## src/hdl/ust_pkg.sv

```systemverilog
package ust_pkg;

    localparam int QUEUE_DEPTH = 4;

    localparam logic [2:0] ENC_UTF8    = 3'd0;
    localparam logic [2:0] ENC_UTF16LE = 3'd1;
    localparam logic [2:0] ENC_UTF16BE = 3'd2;
    localparam logic [2:0] ENC_UTF32LE = 3'd3;
    localparam logic [2:0] ENC_UTF32BE = 3'd4;

    localparam logic [2:0] ERR_NONE      = 3'd0;
    localparam logic [2:0] ERR_BAD_LEAD  = 3'd1;
    localparam logic [2:0] ERR_TRUNC     = 3'd2;
    localparam logic [2:0] ERR_INVALID   = 3'd3;
    localparam logic [2:0] ERR_LONE_LEAD = 3'd4;
    localparam logic [2:0] ERR_LONE_TRAIL = 3'd5;
    localparam logic [2:0] ERR_UNMAPPABLE = 3'd6;
    localparam logic [2:0] ERR_END       = 3'd7;

    localparam logic [1:0] REG_SRC    = 2'd0;
    localparam logic [1:0] REG_DST    = 2'd1;
    localparam logic [1:0] REG_STRICT = 2'd2;

    localparam logic [20:0] CP_REPLACEMENT = 21'h00fffd;

    typedef struct packed {
        logic [7:0] in_byte;
        logic       in_last;
    } t_in;

    typedef struct packed {
        logic [7:0] out_byte;
        logic       byte_valid;
        logic [2:0] error_kind;
        logic       run_last;
        logic       stream_done;
    } t_out;

    typedef struct packed {
        logic [20:0] cp;
        logic [2:0]  kind;
        logic        final_word;
        logic        done;
    } t_job;

    typedef struct packed {
        logic full;
        logic empty;
    } t_qstat;

endpackage

```

## src/hdl/unicode_stream_transcoder_unit.sv

```systemverilog
// Streaming transcoder between UTF-8, UTF-16LE/BE, UTF-32LE/BE and ISO-8859-1. Source bytes
// enter one per word; the front collects them in a four-byte buffer and decodes one code point
// per cycle. It accepts a byte, then decodes, and takes no new byte until it has released
// every code point the byte completes, including further points after a broken sequence and
// the incomplete-end status when a last byte leaves a partial sequence. The front also
// waits while the queue is full. Decoded points wait in a queue of P_QUEUE_DEPTH entries;
// the back writes one destination byte per cycle, unless stalled, via an output register,
// so a code point yields 1 to 4 output words and wide destination encodings set the
// sustained rate. Configuration is written through i_cfg_we and clears the pending buffer.
module unicode_stream_transcoder_unit #(
    parameter int P_QUEUE_DEPTH = ust_pkg::QUEUE_DEPTH
) (
    input  logic          i_clk,
    input  logic          i_rst_n,
    input  logic          i_in_valid,
    output logic          o_in_ready,
    input  ust_pkg::t_in  i_in_data,
    output logic          o_out_valid,
    input  logic          i_out_ready,
    output ust_pkg::t_out o_out_data,
    input  logic          i_cfg_we,
    input  logic [1:0]    i_cfg_index,
    input  logic [2:0]    i_cfg_data
);
    import ust_pkg::*;

    logic [2:0] r_src, r_dst;
    logic       r_strict;
    logic       cfg_clear;
    logic       push, pop;
    t_job       push_job, head_job;
    t_qstat     qstat;

    assign cfg_clear = i_cfg_we && (i_cfg_index == REG_SRC || i_cfg_index == REG_DST
                                    || i_cfg_index == REG_STRICT);

    always_ff @(posedge i_clk) begin
        if (!i_rst_n) begin
            r_src    <= ENC_UTF8;
            r_dst    <= ENC_UTF8;
            r_strict <= 1'b0;
        end else if (i_cfg_we) begin
            case (i_cfg_index)
                REG_SRC:    r_src    <= i_cfg_data;
                REG_DST:    r_dst    <= i_cfg_data;
                REG_STRICT: r_strict <= i_cfg_data[0];
                default:    ;
            endcase
        end
    end

    ust_front u_front (
        .i_clk      (i_clk),
        .i_rst_n    (i_rst_n),
        .i_src      (r_src),
        .i_clear    (cfg_clear),
        .i_in_valid (i_in_valid),
        .o_in_ready (o_in_ready),
        .i_in_data  (i_in_data),
        .i_full     (qstat.full),
        .o_push     (push),
        .o_job      (push_job)
    );

    ust_queue #(.P_DEPTH(P_QUEUE_DEPTH)) u_queue (
        .i_clk   (i_clk),
        .i_rst_n (i_rst_n),
        .i_push  (push),
        .i_job   (push_job),
        .i_pop   (pop),
        .o_job   (head_job),
        .o_stat  (qstat)
    );

    ust_back u_back (
        .i_clk       (i_clk),
        .i_rst_n     (i_rst_n),
        .i_dst       (r_dst),
        .i_strict    (r_strict),
        .i_empty     (qstat.empty),
        .i_job       (head_job),
        .o_pop       (pop),
        .o_out_valid (o_out_valid),
        .i_out_ready (i_out_ready),
        .o_out_data  (o_out_data)
    );

    a_no_push_full: assert property (@(posedge i_clk) disable iff (!i_rst_n)
        !(push && qstat.full))
        else $error("push into full queue");

    a_no_pop_empty: assert property (@(posedge i_clk) disable iff (!i_rst_n)
        !(pop && qstat.empty))
        else $error("pop from empty queue");

    a_done_is_last: assert property (@(posedge i_clk) disable iff (!i_rst_n)
        (o_out_valid && o_out_data.stream_done) |-> o_out_data.run_last)
        else $error("stream done without run last");

    a_status_has_error: assert property (@(posedge i_clk) disable iff (!i_rst_n)
        (o_out_valid && !o_out_data.byte_valid) |->
            (o_out_data.error_kind != ERR_NONE && o_out_data.out_byte == 8'h00))
        else $error("status word without error kind");
endmodule

```

## src/hdl/ust_queue.sv

```systemverilog
module ust_queue #(
    parameter int P_DEPTH = ust_pkg::QUEUE_DEPTH
) (
    input  logic          i_clk,
    input  logic          i_rst_n,
    input  logic          i_push,
    input  ust_pkg::t_job i_job,
    input  logic          i_pop,
    output ust_pkg::t_job o_job,
    output ust_pkg::t_qstat o_stat
);
    import ust_pkg::*;

    localparam int AW = (P_DEPTH > 1) ? $clog2(P_DEPTH) : 1;
    localparam int CW = $clog2(P_DEPTH + 1);

    t_job          r_mem [P_DEPTH];
    logic [AW-1:0] r_wr, r_rd;
    logic [CW-1:0] r_count;

    assign o_job        = r_mem[r_rd];
    assign o_stat.full  = (r_count == CW'(P_DEPTH));
    assign o_stat.empty = (r_count == '0);

    always_ff @(posedge i_clk) begin
        if (i_push) begin
            r_mem[r_wr] <= i_job;
        end
    end

    always_ff @(posedge i_clk) begin
        if (!i_rst_n) begin
            r_wr    <= '0;
            r_rd    <= '0;
            r_count <= '0;
        end else begin
            if (i_push) begin
                r_wr <= (r_wr == AW'(P_DEPTH - 1)) ? '0 : r_wr + 1'b1;
            end
            if (i_pop) begin
                r_rd <= (r_rd == AW'(P_DEPTH - 1)) ? '0 : r_rd + 1'b1;
            end
            if (i_push && !i_pop) begin
                r_count <= r_count + 1'b1;
            end else if (i_pop && !i_push) begin
                r_count <= r_count - 1'b1;
            end
        end
    end
endmodule

```

## src/hdl/ust_front.sv

```systemverilog
module ust_front (
    input  logic          i_clk,
    input  logic          i_rst_n,
    input  logic [2:0]    i_src,
    input  logic          i_clear,
    input  logic          i_in_valid,
    output logic          o_in_ready,
    input  ust_pkg::t_in  i_in_data,
    input  logic          i_full,
    output logic          o_push,
    output ust_pkg::t_job o_job
);
    import ust_pkg::*;

    typedef logic [3:0][7:0] t_buf;

    typedef struct packed {
        logic        need;
        logic [20:0] cp;
        logic [2:0]  kind;
        logic [2:0]  used;
    } t_dec;

    function automatic logic point_ok(input logic [20:0] v);
        return (v <= 21'h10ffff) && !(v >= 21'h00d800 && v <= 21'h00dfff);
    endfunction

    function automatic t_dec ust_decode(input t_buf b, input logic [2:0] cnt,
                                        input logic [2:0] src);
        t_dec        d;
        logic [20:0] v;
        logic [2:0]  len;
        logic        stop;
        logic [15:0] u0, u1;
        logic [31:0] w;
        d    = '0;
        v    = '0;
        len  = 3'd0;
        stop = 1'b0;
        u0   = (src == ENC_UTF16LE) ? {b[1], b[0]} : {b[0], b[1]};
        u1   = (src == ENC_UTF16LE) ? {b[3], b[2]} : {b[2], b[3]};
        w    = (src == ENC_UTF32LE) ? {b[3], b[2], b[1], b[0]} : {b[0], b[1], b[2], b[3]};
        case (src)
            ENC_UTF8: begin
                if (b[0] < 8'h80) begin
                    d.cp   = {13'd0, b[0]};
                    d.used = 3'd1;
                end else if (b[0] < 8'hc0 || b[0] >= 8'hf8) begin
                    d.kind = ERR_BAD_LEAD;
                    d.used = 3'd1;
                end else begin
                    len = (b[0] < 8'he0) ? 3'd2 : ((b[0] < 8'hf0) ? 3'd3 : 3'd4);
                    case (len)
                        3'd2:    v = {16'd0, b[0][4:0]};
                        3'd3:    v = {17'd0, b[0][3:0]};
                        default: v = {18'd0, b[0][2:0]};
                    endcase
                    for (int i = 1; i < 4; i++) begin
                        if (!stop && 3'(i) < len) begin
                            if (3'(i) >= cnt) begin
                                d.need = 1'b1;
                                stop   = 1'b1;
                            end else if (b[i][7:6] != 2'b10) begin
                                d.kind = ERR_TRUNC;
                                d.used = 3'(i);
                                stop   = 1'b1;
                            end else begin
                                v = {v[14:0], b[i][5:0]};
                            end
                        end
                    end
                    if (!stop) begin
                        d.used = len;
                        if (!point_ok(v) || (len == 3'd2 && v < 21'h80)
                            || (len == 3'd3 && v < 21'h800)
                            || (len == 3'd4 && v < 21'h10000)) begin
                            d.kind = ERR_INVALID;
                        end else begin
                            d.cp = v;
                        end
                    end
                end
            end
            ENC_UTF16LE, ENC_UTF16BE: begin
                if (cnt < 3'd2) begin
                    d.need = 1'b1;
                end else if (u0 < 16'hd800 || u0 > 16'hdfff) begin
                    d.cp   = {5'd0, u0};
                    d.used = 3'd2;
                end else if (u0 >= 16'hdc00) begin
                    d.kind = ERR_LONE_TRAIL;
                    d.used = 3'd2;
                end else if (cnt < 3'd4) begin
                    d.need = 1'b1;
                end else if (u1 >= 16'hdc00 && u1 <= 16'hdfff) begin
                    d.cp   = {1'b0, u0[9:0], u1[9:0]} + 21'h10000;
                    d.used = 3'd4;
                end else begin
                    d.kind = ERR_LONE_LEAD;
                    d.used = 3'd2;
                end
            end
            ENC_UTF32LE, ENC_UTF32BE: begin
                if (cnt < 3'd4) begin
                    d.need = 1'b1;
                end else begin
                    d.used = 3'd4;
                    if (w[31:21] == '0 && point_ok(w[20:0])) begin
                        d.cp = w[20:0];
                    end else begin
                        d.kind = ERR_INVALID;
                    end
                end
            end
            default: begin
                d.cp   = {13'd0, b[0]};
                d.used = 3'd1;
            end
        endcase
        return d;
    endfunction

    t_buf       r_buf;
    logic [2:0] r_cnt;
    logic       r_busy;
    logic       r_last;

    t_dec       dec, dec2;
    t_buf       shifted;
    logic [2:0] rem;
    logic [2:0] sidx [4];

    assign o_in_ready = !r_busy;
    assign rem        = r_cnt - dec.used;

    always_comb begin
        dec = ust_decode(r_buf, r_cnt, i_src);
        for (int i = 0; i < 4; i++) begin
            sidx[i]    = 3'(i) + dec.used;
            shifted[i] = (sidx[i] < 3'd4) ? r_buf[sidx[i][1:0]] : 8'h00;
        end
        dec2 = ust_decode(shifted, rem, i_src);
    end

    always_comb begin
        o_push = 1'b0;
        o_job  = '0;
        if (r_busy && !i_full) begin
            if (dec.need) begin
                o_push           = r_last;
                o_job.kind       = ERR_END;
                o_job.final_word = 1'b1;
                o_job.done       = 1'b1;
            end else begin
                o_push           = 1'b1;
                o_job.kind       = dec.kind;
                o_job.cp         = (dec.kind != ERR_NONE) ? CP_REPLACEMENT : dec.cp;
                o_job.final_word = (rem == '0) || (dec2.need && !r_last);
                o_job.done       = (rem == '0) && r_last;
            end
        end
    end

    always_ff @(posedge i_clk) begin
        if (i_in_valid && !r_busy) begin
            r_buf[r_cnt[1:0]] <= i_in_data.in_byte;
        end else if (r_busy && !i_full && !dec.need) begin
            r_buf <= shifted;
        end
    end

    always_ff @(posedge i_clk) begin
        if (!i_rst_n || i_clear) begin
            r_cnt  <= '0;
            r_busy <= 1'b0;
            r_last <= 1'b0;
        end else if (i_in_valid && !r_busy) begin
            r_cnt  <= r_cnt + 1'b1;
            r_busy <= 1'b1;
            r_last <= i_in_data.in_last;
        end else if (r_busy && dec.need) begin
            if (!r_last) begin
                r_busy <= 1'b0;
            end else if (!i_full) begin
                r_busy <= 1'b0;
                r_cnt  <= '0;
            end
        end else if (r_busy && !i_full) begin
            r_cnt <= rem;
            if (rem == '0 || (dec2.need && !r_last)) begin
                r_busy <= 1'b0;
            end
        end
    end
endmodule

```

## src/hdl/ust_back.sv

```systemverilog
module ust_back (
    input  logic          i_clk,
    input  logic          i_rst_n,
    input  logic [2:0]    i_dst,
    input  logic          i_strict,
    input  logic          i_empty,
    input  ust_pkg::t_job i_job,
    output logic          o_pop,
    output logic          o_out_valid,
    input  logic          i_out_ready,
    output ust_pkg::t_out o_out_data
);
    import ust_pkg::*;

    typedef struct packed {
        logic [2:0]      cnt;
        logic [3:0][7:0] bytes;
        logic            bval;
        logic [2:0]      kind;
    } t_enc;

    function automatic t_enc ust_encode(input t_job j, input logic [2:0] dst,
                                        input logic strict);
        t_enc        e;
        logic [20:0] c;
        logic [15:0] hi, lo, u;
        c      = j.cp - 21'h10000;
        hi     = {6'b110110, c[19:10]};
        lo     = {6'b110111, c[9:0]};
        u      = j.cp[15:0];
        e      = '0;
        e.kind = j.kind;
        e.bval = 1'b1;
        e.cnt  = 3'd1;
        if (j.kind == ERR_END || (strict && j.kind != ERR_NONE)) begin
            e.bval = 1'b0;
        end else begin
            case (dst)
                ENC_UTF8: begin
                    if (j.cp < 21'h80) begin
                        e.bytes[0] = j.cp[7:0];
                    end else if (j.cp < 21'h800) begin
                        e.cnt      = 3'd2;
                        e.bytes[0] = {3'b110, j.cp[10:6]};
                        e.bytes[1] = {2'b10, j.cp[5:0]};
                    end else if (j.cp < 21'h10000) begin
                        e.cnt      = 3'd3;
                        e.bytes[0] = {4'b1110, j.cp[15:12]};
                        e.bytes[1] = {2'b10, j.cp[11:6]};
                        e.bytes[2] = {2'b10, j.cp[5:0]};
                    end else begin
                        e.cnt      = 3'd4;
                        e.bytes[0] = {5'b11110, j.cp[20:18]};
                        e.bytes[1] = {2'b10, j.cp[17:12]};
                        e.bytes[2] = {2'b10, j.cp[11:6]};
                        e.bytes[3] = {2'b10, j.cp[5:0]};
                    end
                end
                ENC_UTF16LE: begin
                    if (j.cp < 21'h10000) begin
                        e.cnt   = 3'd2;
                        e.bytes = {16'h0000, u[15:8], u[7:0]};
                    end else begin
                        e.cnt   = 3'd4;
                        e.bytes = {lo[15:8], lo[7:0], hi[15:8], hi[7:0]};
                    end
                end
                ENC_UTF16BE: begin
                    if (j.cp < 21'h10000) begin
                        e.cnt   = 3'd2;
                        e.bytes = {16'h0000, u[7:0], u[15:8]};
                    end else begin
                        e.cnt   = 3'd4;
                        e.bytes = {lo[7:0], lo[15:8], hi[7:0], hi[15:8]};
                    end
                end
                ENC_UTF32LE: begin
                    e.cnt   = 3'd4;
                    e.bytes = {11'd0, j.cp};
                end
                ENC_UTF32BE: begin
                    e.cnt   = 3'd4;
                    e.bytes = {j.cp[7:0], j.cp[15:8], 3'd0, j.cp[20:16], 8'h00};
                end
                default: begin
                    if (j.cp > 21'hff) begin
                        e.bytes[0] = 8'h3f;
                        if (j.kind == ERR_NONE) begin
                            e.kind = ERR_UNMAPPABLE;
                            if (strict) begin
                                e.bval     = 1'b0;
                                e.bytes[0] = 8'h00;
                            end
                        end
                    end else begin
                        e.bytes[0] = j.cp[7:0];
                    end
                end
            endcase
        end
        return e;
    endfunction

    t_enc       r_enc;
    logic       r_busy;
    logic       r_final;
    logic       r_done;
    logic [1:0] r_idx;
    logic       r_ovalid;
    t_out       r_out;

    logic out_free, last_idx, step;

    assign out_free    = !r_ovalid || i_out_ready;
    assign last_idx    = ({1'b0, r_idx} == r_enc.cnt - 3'd1);
    assign step        = r_busy && out_free;
    assign o_pop       = !i_empty && (!r_busy || (step && last_idx));
    assign o_out_valid = r_ovalid;
    assign o_out_data  = r_out;

    always_ff @(posedge i_clk) begin
        if (o_pop) begin
            r_enc   <= ust_encode(i_job, i_dst, i_strict);
            r_final <= i_job.final_word;
            r_done  <= i_job.done;
        end
        if (step) begin
            r_out.out_byte    <= r_enc.bval ? r_enc.bytes[r_idx] : 8'h00;
            r_out.byte_valid  <= r_enc.bval;
            r_out.error_kind  <= r_enc.kind;
            r_out.run_last    <= r_final && last_idx;
            r_out.stream_done <= r_done && r_final && last_idx;
        end
    end

    always_ff @(posedge i_clk) begin
        if (!i_rst_n) begin
            r_busy   <= 1'b0;
            r_idx    <= '0;
            r_ovalid <= 1'b0;
        end else begin
            if (step) begin
                r_ovalid <= 1'b1;
                r_idx    <= r_idx + 1'b1;
                if (last_idx) begin
                    r_busy <= 1'b0;
                    r_idx  <= '0;
                end
            end else if (i_out_ready) begin
                r_ovalid <= 1'b0;
            end
            if (o_pop) begin
                r_busy <= 1'b1;
                r_idx  <= '0;
            end
        end
    end
endmodule

```

## config.mk

```make
export PLATFORM = sky130hd
export DESIGN_NAME = unicode_stream_transcoder_unit
export DESIGN_NICKNAME = d
export VERILOG_FILES = /design/src/hdl/ust_pkg.sv /design/src/hdl/unicode_stream_transcoder_unit.sv /design/src/hdl/ust_queue.sv /design/src/hdl/ust_front.sv /design/src/hdl/ust_back.sv
export SDC_FILE = /design/constraint.sdc
export NUM_CORES = 1
export LEC_CHECK = 0
export BUFFER_PORTS_ARGS = -buffer_cell sky130_fd_sc_hd__buf_2
export CAP_MARGIN = 40
export CORE_MARGIN = 5
export CORE_UTILIZATION = 51
export DETAILED_ROUTE_END_ITERATION = 10
export HOLD_SLACK_MARGIN = 0.05
export PLACE_DENSITY_LB_ADDON = 0.08
export SLEW_MARGIN = 40
export SYNTH_ARGS = -nofsm -noshare
export SYNTH_HDL_FRONTEND = slang
export SYNTH_SLANG_ARGS = --single-unit
export TNS_END_PERCENT = 1
```

## constraint.sdc

```tcl
create_clock -name i_clk -period 6.1 [get_ports i_clk]
set_clock_uncertainty 0.2 [all_clocks]
set_input_delay 1.83 -clock i_clk [delete_from_list [all_inputs] [get_ports i_clk]]
set_output_delay 1.83 -clock i_clk [all_outputs]
set_load 0.01 [all_outputs]
```

=== Word level (Yosys, flattened, before mapping) ===
Memories as Yosys holds them, arrays and structs flattened. A register that Yosys moved wholly into a read port is not among the register bits.
Index checks and enable logic that the tools add are counted.

* Output and inout port bits: 16
* Logic and storage cells: 455
* Register bits after elaboration: 110
* Bits in writable memories: 104
* Input bits: 19
* Memories: 1

{| class="wikitable"
|+ Memories
! name !! words !! bits a word !! read ports !! clocked after memory_dff !! wr ports !! line !! text
|-
| u_queue.r_mem || 4 || 26 || 1 || 1 || 1 || ust_queue.sv:17 || <nowiki>t_job r_mem [P_DEPTH];</nowiki>
|}

* Equality and inequality tests: 30
* $add $sub $neg: 14
* Reduce and logical (&&, ||, !) cells: 98
* Multiplexer cells: 215
* Bitwise logic cells: 1
* Magnitude comparators: 66

{| class="wikitable"
|+ Operator list
! operator !! number
|-
| two-way mux 21 bit || 31
|-
| two-way mux 27 bit || 7
|-
| one-hot mux 27 bit (5 select lines) || 1
|-
| two-way mux 6 bit || 21
|-
| two-way mux 22 bit || 5
|-
| two-way mux 8 bit || 13
|-
| two-way mux 16 bit || 6
|-
| two-way mux 32 bit || 3
|-
| binary-select mux 8 bit (select 2 bit) || 5
|-
| two-way mux 3 bit || 24
|-
| two-way mux 1 bit || 71
|-
| two-way mux 35 bit || 2
|-
| >= comparator 16 bit, second input constant || 4
|-
| < comparator 8 bit, second input constant || 8
|-
| >= comparator 21 x 16 -> 1 bit, second input constant || 3
|-
| <= comparator 21 x 16 -> 1 bit, second input constant || 3
|-
| <= comparator 21 bit, second input constant || 3
|-
| < comparator 21 x 12 -> 1 bit, second input constant || 3
|-
| < comparator 21 x 17 -> 1 bit, second input constant || 3
|-
| < comparator 21 x 8 -> 1 bit, second input constant || 3
|-
| one-hot mux 21 bit (3 select lines) || 1
|-
| adder 20 x 17 -> 21 bit, second input constant || 2
|-
| one-hot mux 8 bit (5 select lines) || 1
|-
| logical AND 1 bit || 36
|-
| 54 further kinds || 165
|}

=== Longest topological paths before layout ===
Gate-level depths: netlist of run 1.

* Word-level depth: 75
* Mapped depth: 18
* Depth with buffers taken out: 15

=== Modules after synthesis ===
Synthesis of run 1 repeated with hierarchy kept, for this count alone.

* Cells, all modules: 1326
* Area total of the unflattened synthesis: 13648.1 sq um

{| class="wikitable"
|+ By module, submodules not included
! module !! instances !! seq. area each (sq um) !! cells each !! area an instance (sq um)
|-
| ust_front || 1 || 1061.0 || 707 || 5166.2
|-
| ust_queue || 1 || 3303.2 || 180 || 4255.3
|-
| ust_back || 1 || 1731.7 || 410 || 3932.5
|-
| unicode_stream_transcoder_unit || 1 || 140.1 || 29 || 294.0
|}

=== Least setup slack after synthesis of run 1 ===
OpenSTA, ideal clock, no wires.

* Path kind: flip-flop to flip-flop
* Start: register u_front.r_buf[5] in the netlist's numbering
* End: register u_front.r_buf[31] in the netlist's numbering, data pin
* Period minus slack after synthesis: 4621 ps
* Setup time: 256 ps
* Stages on the path, launching flop included: 14
* Setup slack: 1479 ps
* Path buffers: 5
* Arrival: 4165 ps
* Required time: 5644 ps
* Cells stage by stage: edfxtp_1 clkbuf_1 clkbuf_1 a31oi_1 o32ai_1 a21oi_1 o211ai_1 clkbuf_1 clkinv_1 ha_1 buf_1 buf_1 mux4_2 a22o_1

* Word-level cells in the longest chain between the ends: 30
* Elaborated cells on any way between the ends: 60
* Classes of those cells: add/sub (1); order compare (12); mux (41); reduce/logical (6)

{| class="wikitable"
|+ RTL lines
! item !! line !! text
|-
| start: declaration || ust_front.sv:123 || <nowiki>t_buf r_buf;</nowiki>
|-
| start signal: indexed assignment || ust_front.sv:166 || <nowiki>r_buf[r_cnt[1:0]] <= i_in_data.in_byte;</nowiki>
|-
| start signal: assignment || ust_front.sv:168 || <nowiki>r_buf <= shifted;</nowiki>
|-
| < comparator 8 bit || ust_front.sv:52 || <nowiki>len = (b[0] < 8'he0) ? 3'd2 : ((b[0] < 8'hf0) ? 3'd3 : 3'd4);</nowiki>
|-
| two-way mux 3 bit (2 in a row) || ust_front.sv:52 ||
|-
| < comparator 1 x 3 -> 1 bit || ust_front.sv:59 || <nowiki>if (!stop && 3'(i) < len) begin</nowiki>
|-
| two-way mux 1 bit || ust_front.sv:59 ||
|-
| two-way mux 1 bit || ust_front.sv:48 || <nowiki>end else if (b[0] < 8'hc0 || b[0] >= 8'hf8) begin</nowiki>
|-
| two-way mux 1 bit || ust_front.sv:45 || <nowiki>if (b[0] < 8'h80) begin</nowiki>
|-
| two-way mux 1 bit || ust_front.sv:43 || <nowiki>case (src)</nowiki>
|-
| two-way mux 1 bit / zero test 1 bit (equally long branches) || ust_front.sv:63, ust_front.sv:59 ||
|-
| [13 not listed] || n/a ||
|-
| two-way mux 3 bit || ust_front.sv:45 ||
|-
| one-hot mux 3 bit (3 select lines) (*) || ust_front.sv:43 ||
|-
| adder 2 x 3 -> 3 bit (*) || ust_front.sv:139 || <nowiki>sidx[i] = 3'(i) + dec.used;</nowiki>
|-
| binary-select mux 8 bit (select 2 bit) || ust_front.sv:140 || <nowiki>shifted[i] = (sidx[i] < 3'd4) ? r_buf[sidx[i][1:0]] : 8'h00;</nowiki>
|-
| two-way mux 8 bit (not written as such) || ust_front.sv:140 ||
|-
| two-way mux 8 bit (*) || ust_front.sv:140 ||
|-
| two-way mux 32 bit (*) || ust_front.sv:167 || <nowiki>end else if (r_busy && !i_full && !dec.need) begin</nowiki>
|-
| two-way mux 32 bit (*) || ust_front.sv:165 || <nowiki>if (i_in_valid && !r_busy) begin</nowiki>
|}

Mark *: on every way between the ends. The rest lies on a longest branch, timed or not. The select of a mux whose other input is x is not followed.
A chain may end at the register's enable or synchronous reset.

==> results of run 1 <==
==> cells by family (layout without fill, tap and decap cells) <==
| group | count (synthesis) | count (layout) | share of synthesized area [%] |
|---|---|---|---|
| AND/OR/NAND/NOR | 447 | 447 | 16.0 |
| AO/OA/AOI/OAI | 341 | 341 | 17.0 |
| flip-flops | 216 | 216 | 46.6 |
| buffers and inverters | 140 | 140 | 4.07 |
| multiplexers | 136 | 136 | 13.6 |
| adder cells (fa/ha/maj) | 19 | 19 | 1.89 |
| XOR/XNOR | 14 | 14 | 0.916 |
==> sequential cells by signal, summed over array words and instances, names as in the netlist, named ones only <==
register / cells
u_back.r_done: 1
u_front.r_cnt: 3
u_back.o_out_data: 14
u_queue.r_count: 3
r_dst: 3
r_strict: 1
u_front.r_last: 1
u_front.r_busy: 1
u_queue.r_rd: 2
u_queue.r_wr: 2
r_src: 3
u_front.r_buf: 32
u_queue.r_mem: 104
u_back.r_final: 1
u_back.r_idx: 2
u_back.o_out_valid: 1
u_back.r_enc: 39
u_back.r_busy: 1
==> where the power goes <==
group	internal, W	total [W]	switching, W	leakage (nW)
registers	0.00202	0.00228	0.000262	1.97
clock network	0.000879	0.00144	0.000558	0.368
logic	0.000729	0.00183	0.00111	2.74
total	0.00362	0.00555	0.00193	5.08
==> Yosys cell counts, types with 10 or more instances <==
cell      number
mux2i_1       93
buf_2         13
dfxtp_1       25
a211oi_1      14
a22o_1        20
a22oi_1       10
a21oi_1      105
o21ai_0       59
a221oi_1      13
nand3_1       16
o22ai_1       12
and2_1        20
nand2b_1      13
o211ai_1      20
clkbuf_1      77
nor4_1        12
or2_2         12
mux4_2        36
a31oi_1       14
nor3_1        33
nor2b_1       27
inv_1         35
edfxtp_1     191
ha_1          17
nand2_1      146
nor2_1       122
buf_1         11
==> cell type report <==
class	count	area (sq um)
Clock buffer	32	619
Clock inverter	10	156
Fill cell	2315	11400
Inverter	38	143
Multi-Input combinational cell	957	6630
Sequential cell	216	6240
Tap cell	335	419
Timing Repair Buffer	60	365
==> final timing paths <==
kind / to / slack, ns
setup / recovery: u_queue.r_mem[0][1] / 0.79
hold / removal: u_back.o_out_data[4] / 0.22
hold reg to reg: u_back.o_out_data[4] / 0.22
setup reg to reg: u_queue.r_mem[0][1] / 0.79
==> per-layer routing <==
metal  global-route usage (%)  share of wire, %  vias to the layer above
met3                     5.33                10                       91
met5                        0                 0                        -
met1                     36.0                42                     5227
met2                     40.2                45                      601
met4                     8.17               3.3                        0
li1                         -                 -                     4931
==> per-stage QoR <==
| step | hold WS, ns | setup WS, ns | area (sq um) |
|---|---|---|---|
| final | 0.225 | 0.793 | 14600 |
| after global routing | 0.230 | 0.370 | 14600 |
| after CTS | 0.225 | 0.883 | 14600 |
| after detailed placement | 0.212 | 0.962 | 13800 |
| after global placement | 0.203 | 1.07 | 13800 |
| after floorplan | 0.200 | 1.48 | 13400 |
==> critical path: cells and delay by family (launching register included) <==
family	cells	cell delay [ns]
AOI/OAI and AO/OA	9	1.78
buffers and inverters	4	1.15
adders and majority gates	1	0.72
and+or+nand+nor	2	0.62
DFF	1	0.54
==> layout by cell type, fill, tap and decap left out, types with 9 or more instances in the layout <==
cell and n:
buf_4 26, o22ai_1 12, nand3_1 16, o21ai_0 58, o221ai_1 9, buf_2 34, or2_2 12, a221oi_1 13
dfxtp_1 22, mux2i_1 93, a22oi_1 10, clkbuf_16 23, a31oi_1 14, nor4_1 12, nor3_1 32, edfxtp_1 191
a21o_1 9, o211ai_1 20, nor2b_1 26, nand2b_1 12, ha_1 17, inv_1 35, a21oi_1 105, mux4_2 36
and2_1 20, a22o_1 20, nand2_1 146, a211oi_1 14, nor2_1 119
==> flow_metrics.tcl, run 1 <==
set metrics [dict create \
    place_congestion 1.06 \
    drtIter0Drc 1351 \
    slowest_stage "fa_1" \
    vias 10900 \
    reg2reg_depth 16 \
    max_freq_ghz 0.188 \
    start_util_pct 51.5 \
    postCtsSetupBuffers 0 \
    cpPeakStageDelay_ns 0.72 \
    synth_area_leaders "edfxtp_1 43%, mux2i_1 7.0%, mux4_2 6.1%" \
    synth_flop_cell "edfxtp_1" \
    path_clk_slew_ns 0.06 \
    postSynthAreaPerCell_sq_um 10.2 \
    powerDensity_nw_per_um2 381 \
    routed_wl_um 38200 \
    crit_top_cell "o21ai_0" \
    ys_seq_area_share_pct 46.6 \
    dp_cells 1606 \
    area_growth_pct 8.85 \
    via_per_inst 6.58 \
    setup_violations 0 \
    ys_warn_count 0 \
    portBuffers 34 \
    grt_max_degree 43 \
    fin_cells 1648 \
    slew_violations 0 \
    yosys_register_bits 216 \
    drv_cap 0 \
    clk_latency_ns 0.52 \
    hold_viol 0 \
    worstSetupPathType "flop to flop" \
    drive_above_1_share_pct 12.9 \
    path_max_fanout 30 \
    postRouteAntennaNets 0 \
    wl_per_cell_um 23.2 \
    ctsResizeCount 0 \
    synth_area_sq_um 13400 \
    die_w_um 172 \
    first_global_vias 10400 \
    dr.pass1.iters 6 \
    path_cells "nor3b_4 > buf_4 > o21ai_0 > o21ai_0 > a21oi_1 > o211ai_1 > buf_4 > clkinv_1 > fa_1 > inv_1 > o21ai_0 > a21oi_1 > a2111oi_0 > o41ai_2 > a211o_1 > nor3b_2" \
    ioPinCount 35 \
    synthArstFlopShare_pct 0 \
    root_buffer "clkbuf_16" \
    r2r_start "r_src[0]" \
    grt_overflow 0 \
    hold_buffers 0 \
    antenna_found_initial 0 \
    hold_depth 0 \
    synth_edf_count 191 \
    tns_ns 0 \
    core_area_sq_um 26000 \
    cts_made_buffers 23 \
    worstPathArrival_ns 5.36 \
    ir_worst_vdd_mv 0.377 \
    place_hpwl_um 27000 \
    crit_path_end_kind "flop" \
    max-clock-path-buffers 3 \
    grt_pass1_wl_um 59800 \
    final.period_utilization_pct 87.0 \
    ys_types 73 \
    synthCells 1313 \
    period_needed_ns 5.31 \
    syn-num-nets 1351 \
    min_path_type "flop to flop" \
    p_total_w 0.00555 \
    crit_path_start_kind "flop" \
    track_usage_pct 25.6 \
    synth_top_area_share_pct 42.8 \
    critPathLaunch "r_src[0]" \
    min_from "u_back.r_enc[2]" \
    die_area_sq_um 29600 \
    nNetsFinal 1334 \
    drc 0 \
    worst_pin_slew_ns 0.827 \
    fin_util_pct 56.1 \
    status "completed" \
    cts_num_sinks 216 \
    num_antenna_cells 0 \
    h-tree-depth 1 \
    p_leak_nw 5.08 \
    cts_tree "built" \
    fp.dieH_um 172 \
    rsz0062_at_grt "no" \
    cp.required_ns 6.15 \
    core.rowCount 59 \
    yosysTopAreaCell "edfxtp_1" \
    slew_headroom_pct 44.6 \
]
No activity file was read; power rests on OpenSTA's default activity.
==> run 2: changes to the inputs <==
--- a/config.mk
+++ b/config.mk
@@ -8,7 +8,7 @@
 export BUFFER_PORTS_ARGS = -buffer_cell sky130_fd_sc_hd__buf_2
 export CAP_MARGIN = 40
 export CORE_MARGIN = 5
-export CORE_UTILIZATION = 51
+export CORE_UTILIZATION = 30
 export DETAILED_ROUTE_END_ITERATION = 10
 export HOLD_SLACK_MARGIN = 0.05
 export PLACE_DENSITY_LB_ADDON = 0.08
==> run 2 against run 1 <==
  * Setup slack improved by 0.00098 ns
  * Routed wire length rose by 17%
  * Combinational power rose by 8%
  * Register-to-register slack barely moved
  * Clock power rose by 20%
==> flow_metrics.tcl, run 2 (synthesized netlist as in run 1, its figures left out) <==
set metrics [dict create \
    status "completed" \
    die_area_sq_um 49000 \
    vias 10800 \
    reg2reg_slack_ns 0.79 \
    num_antenna_cells 0 \
    root_buffer "clkbuf_16" \
    wl_per_cell_um 23.1 \
    cts_num_sinks 216 \
    r2r_start "u_front.r_buf[7]" \
    path_cells "nand2_1 > nor3_1 > o21ai_0 > nand2b_1 > o211ai_1 > buf_4 > clkinv_1 > fa_1 > inv_1 > o21ai_0 > a21oi_1 > a2111oi_0 > o41ai_2 > a211o_1 > nor3b_2" \
    clk_latency_ns 0.55 \
    min_path_type "flop to flop" \
    powerDensity_nw_per_um2 390 \
    drc 0 \
    rsz0062_at_grt "no" \
    cts_made_buffers 27 \
    crit_path_start_kind "flop" \
    postRouteAntennaNets 0 \
    period_needed_ns 5.31 \
    hold_viol 0 \
    core.rowCount 77 \
    final.period_utilization_pct 87.0 \
    area_growth_pct 13.8 \
    largest_register_ffs 104 \
    multiInputGateArea_sq_um 6640 \
    cp.required_ns 6.17 \
    track_usage_pct 17.6 \
    max_freq_ghz 0.188 \
    grt_pass1_wl_um 68200 \
    crit_buf_inv 3 \
    nNetsFinal 1357 \
    cpPeakStageDelay_ns 0.73 \
    slowest_stage "fa_1" \
    crit_path_end_kind "flop" \
    ctsResizeCount 0 \
    nFillCells 4482 \
    hold_buffers 0 \
    first_global_vias 10600 \
    path_clk_slew_ns 0.07 \
    critPathLaunch "u_front.r_buf[7]" \
    path_max_fanout 20 \
    stdcell_area_sq_um 15200 \
    die_w_um 221 \
    cts_tree "built" \
    max-clock-path-buffers 3 \
    place_congestion 0.937 \
    worstPathArrival_ns 5.38 \
    p_total_w 0.00594 \
    antenna_found_initial 2 \
    h-tree-depth 1 \
    drive_above_1_share_pct 15.0 \
    worstSetupPathType "flop to flop" \
    fp.dieH_um 221 \
    top_register "u_queue.r_mem" \
    via_per_inst 5.58 \
    slew_violations 0 \
    worst_pin_slew_ns 0.831 \
    portBuffers 34 \
    dp_cells 1881 \
    post_dp_cell_area_sq_um 14200 \
    drtIter0Drc 1044 \
    path_delay_family "compound AO/OA/AOI/OAI gates" \
    drv_cap 0 \
    regArea_sq_um 6240 \
    min_from "u_back.r_enc[0]" \
    core_area_sq_um 44200 \
    grt_max_degree 39 \
    slew_headroom_pct 44.5 \
    p_leak_nw 5.27 \
    dr.pass1.iters 5 \
    tns_ns 0 \
    ioPinCount 35 \
    start_util_pct 30.3 \
    place_hpwl_um 32400 \
    reg_top3 "u_queue.r_mem (104), u_back.r_enc (39), u_front.r_buf (32)" \
    postCtsSetupBuffers 0 \
    fin_cells 1932 \
    layout_commonest_cell "edfxtp_1" \
    layout_common_cells "191 x edfxtp_1, 146 x nand2_1, 119 x nor2_1" \
    setup_violations 0 \
    ir_worst_vdd_mv 0.187 \
    grt_overflow 0 \
    crit_top_cell "o21ai_0" \
    routed_wl_um 44600 \
]
==> run 2: cell types whose count changed in the layout (fill, tap and decap cells not counted), sizes merged <==
| cell | previous run | this run |
|---|---|---|
| bufinv | 4 | 6 |
| clkbuf | 32 | 33 |
| clkinvlp | 2 | 1 |
| buf | 60 | 79 |
| inv | 37 | 38 |
| clkinv | 5 | 10 |
==> run 2: final cells by class <==
cell class / instances / area share [%]
Clock inverter: 17 / 1.66
Multi-Input combinational cell: 957 / 43.6
Inverter: 38 / 0.936
Tap cell: 592 / 4.86
Sequential cell: 216 / 40.9
Clock buffer: 33 / 4.71
Timing Repair Buffer: 79 / 3.33
==> run 2: power by group <==
group / total (W) / internal (W) / leakage, nW / switching (W)
clock: 0.00173 / 0.00109 / 0.471 / 0.000634
combinational: 0.00197 / 0.000756 / 2.83 / 0.00122
sequential: 0.00224 / 0.00201 / 1.97 / 0.000224
==> run 2: worst paths after layout <==
check / endpoint / depth (start not counted)
hold / removal: u_back.o_out_data[2] / 0
setup / recovery: u_queue.r_mem[0][1] / 15
setup reg to reg: u_queue.r_mem[0][1] / 15
hold reg to reg: u_back.o_out_data[2] / 0
==> run 2: through the flow <==
stage / worst slack (ns) / utilization, % / hold WS, ns
floorplan: 1.48 / - / 0.200
global placement: 0.979 / 32.2 / 0.208
detailed placement: 0.905 / 32.2 / 0.206
CTS: 0.827 / 34.4 / 0.220
global route: 0.433 / 34.5 / 0.227
finish: 0.794 / 34.5 / 0.219
==> run 2: layer usage <==
layer	global-route usage, %	routed length [um]	up-vias
met5	0	0	-
met4	3.74	790	0
met3	2.24	2700	58
met2	28.3	20500	388
met1	25.5	20700	5345
li1	-	-	4984
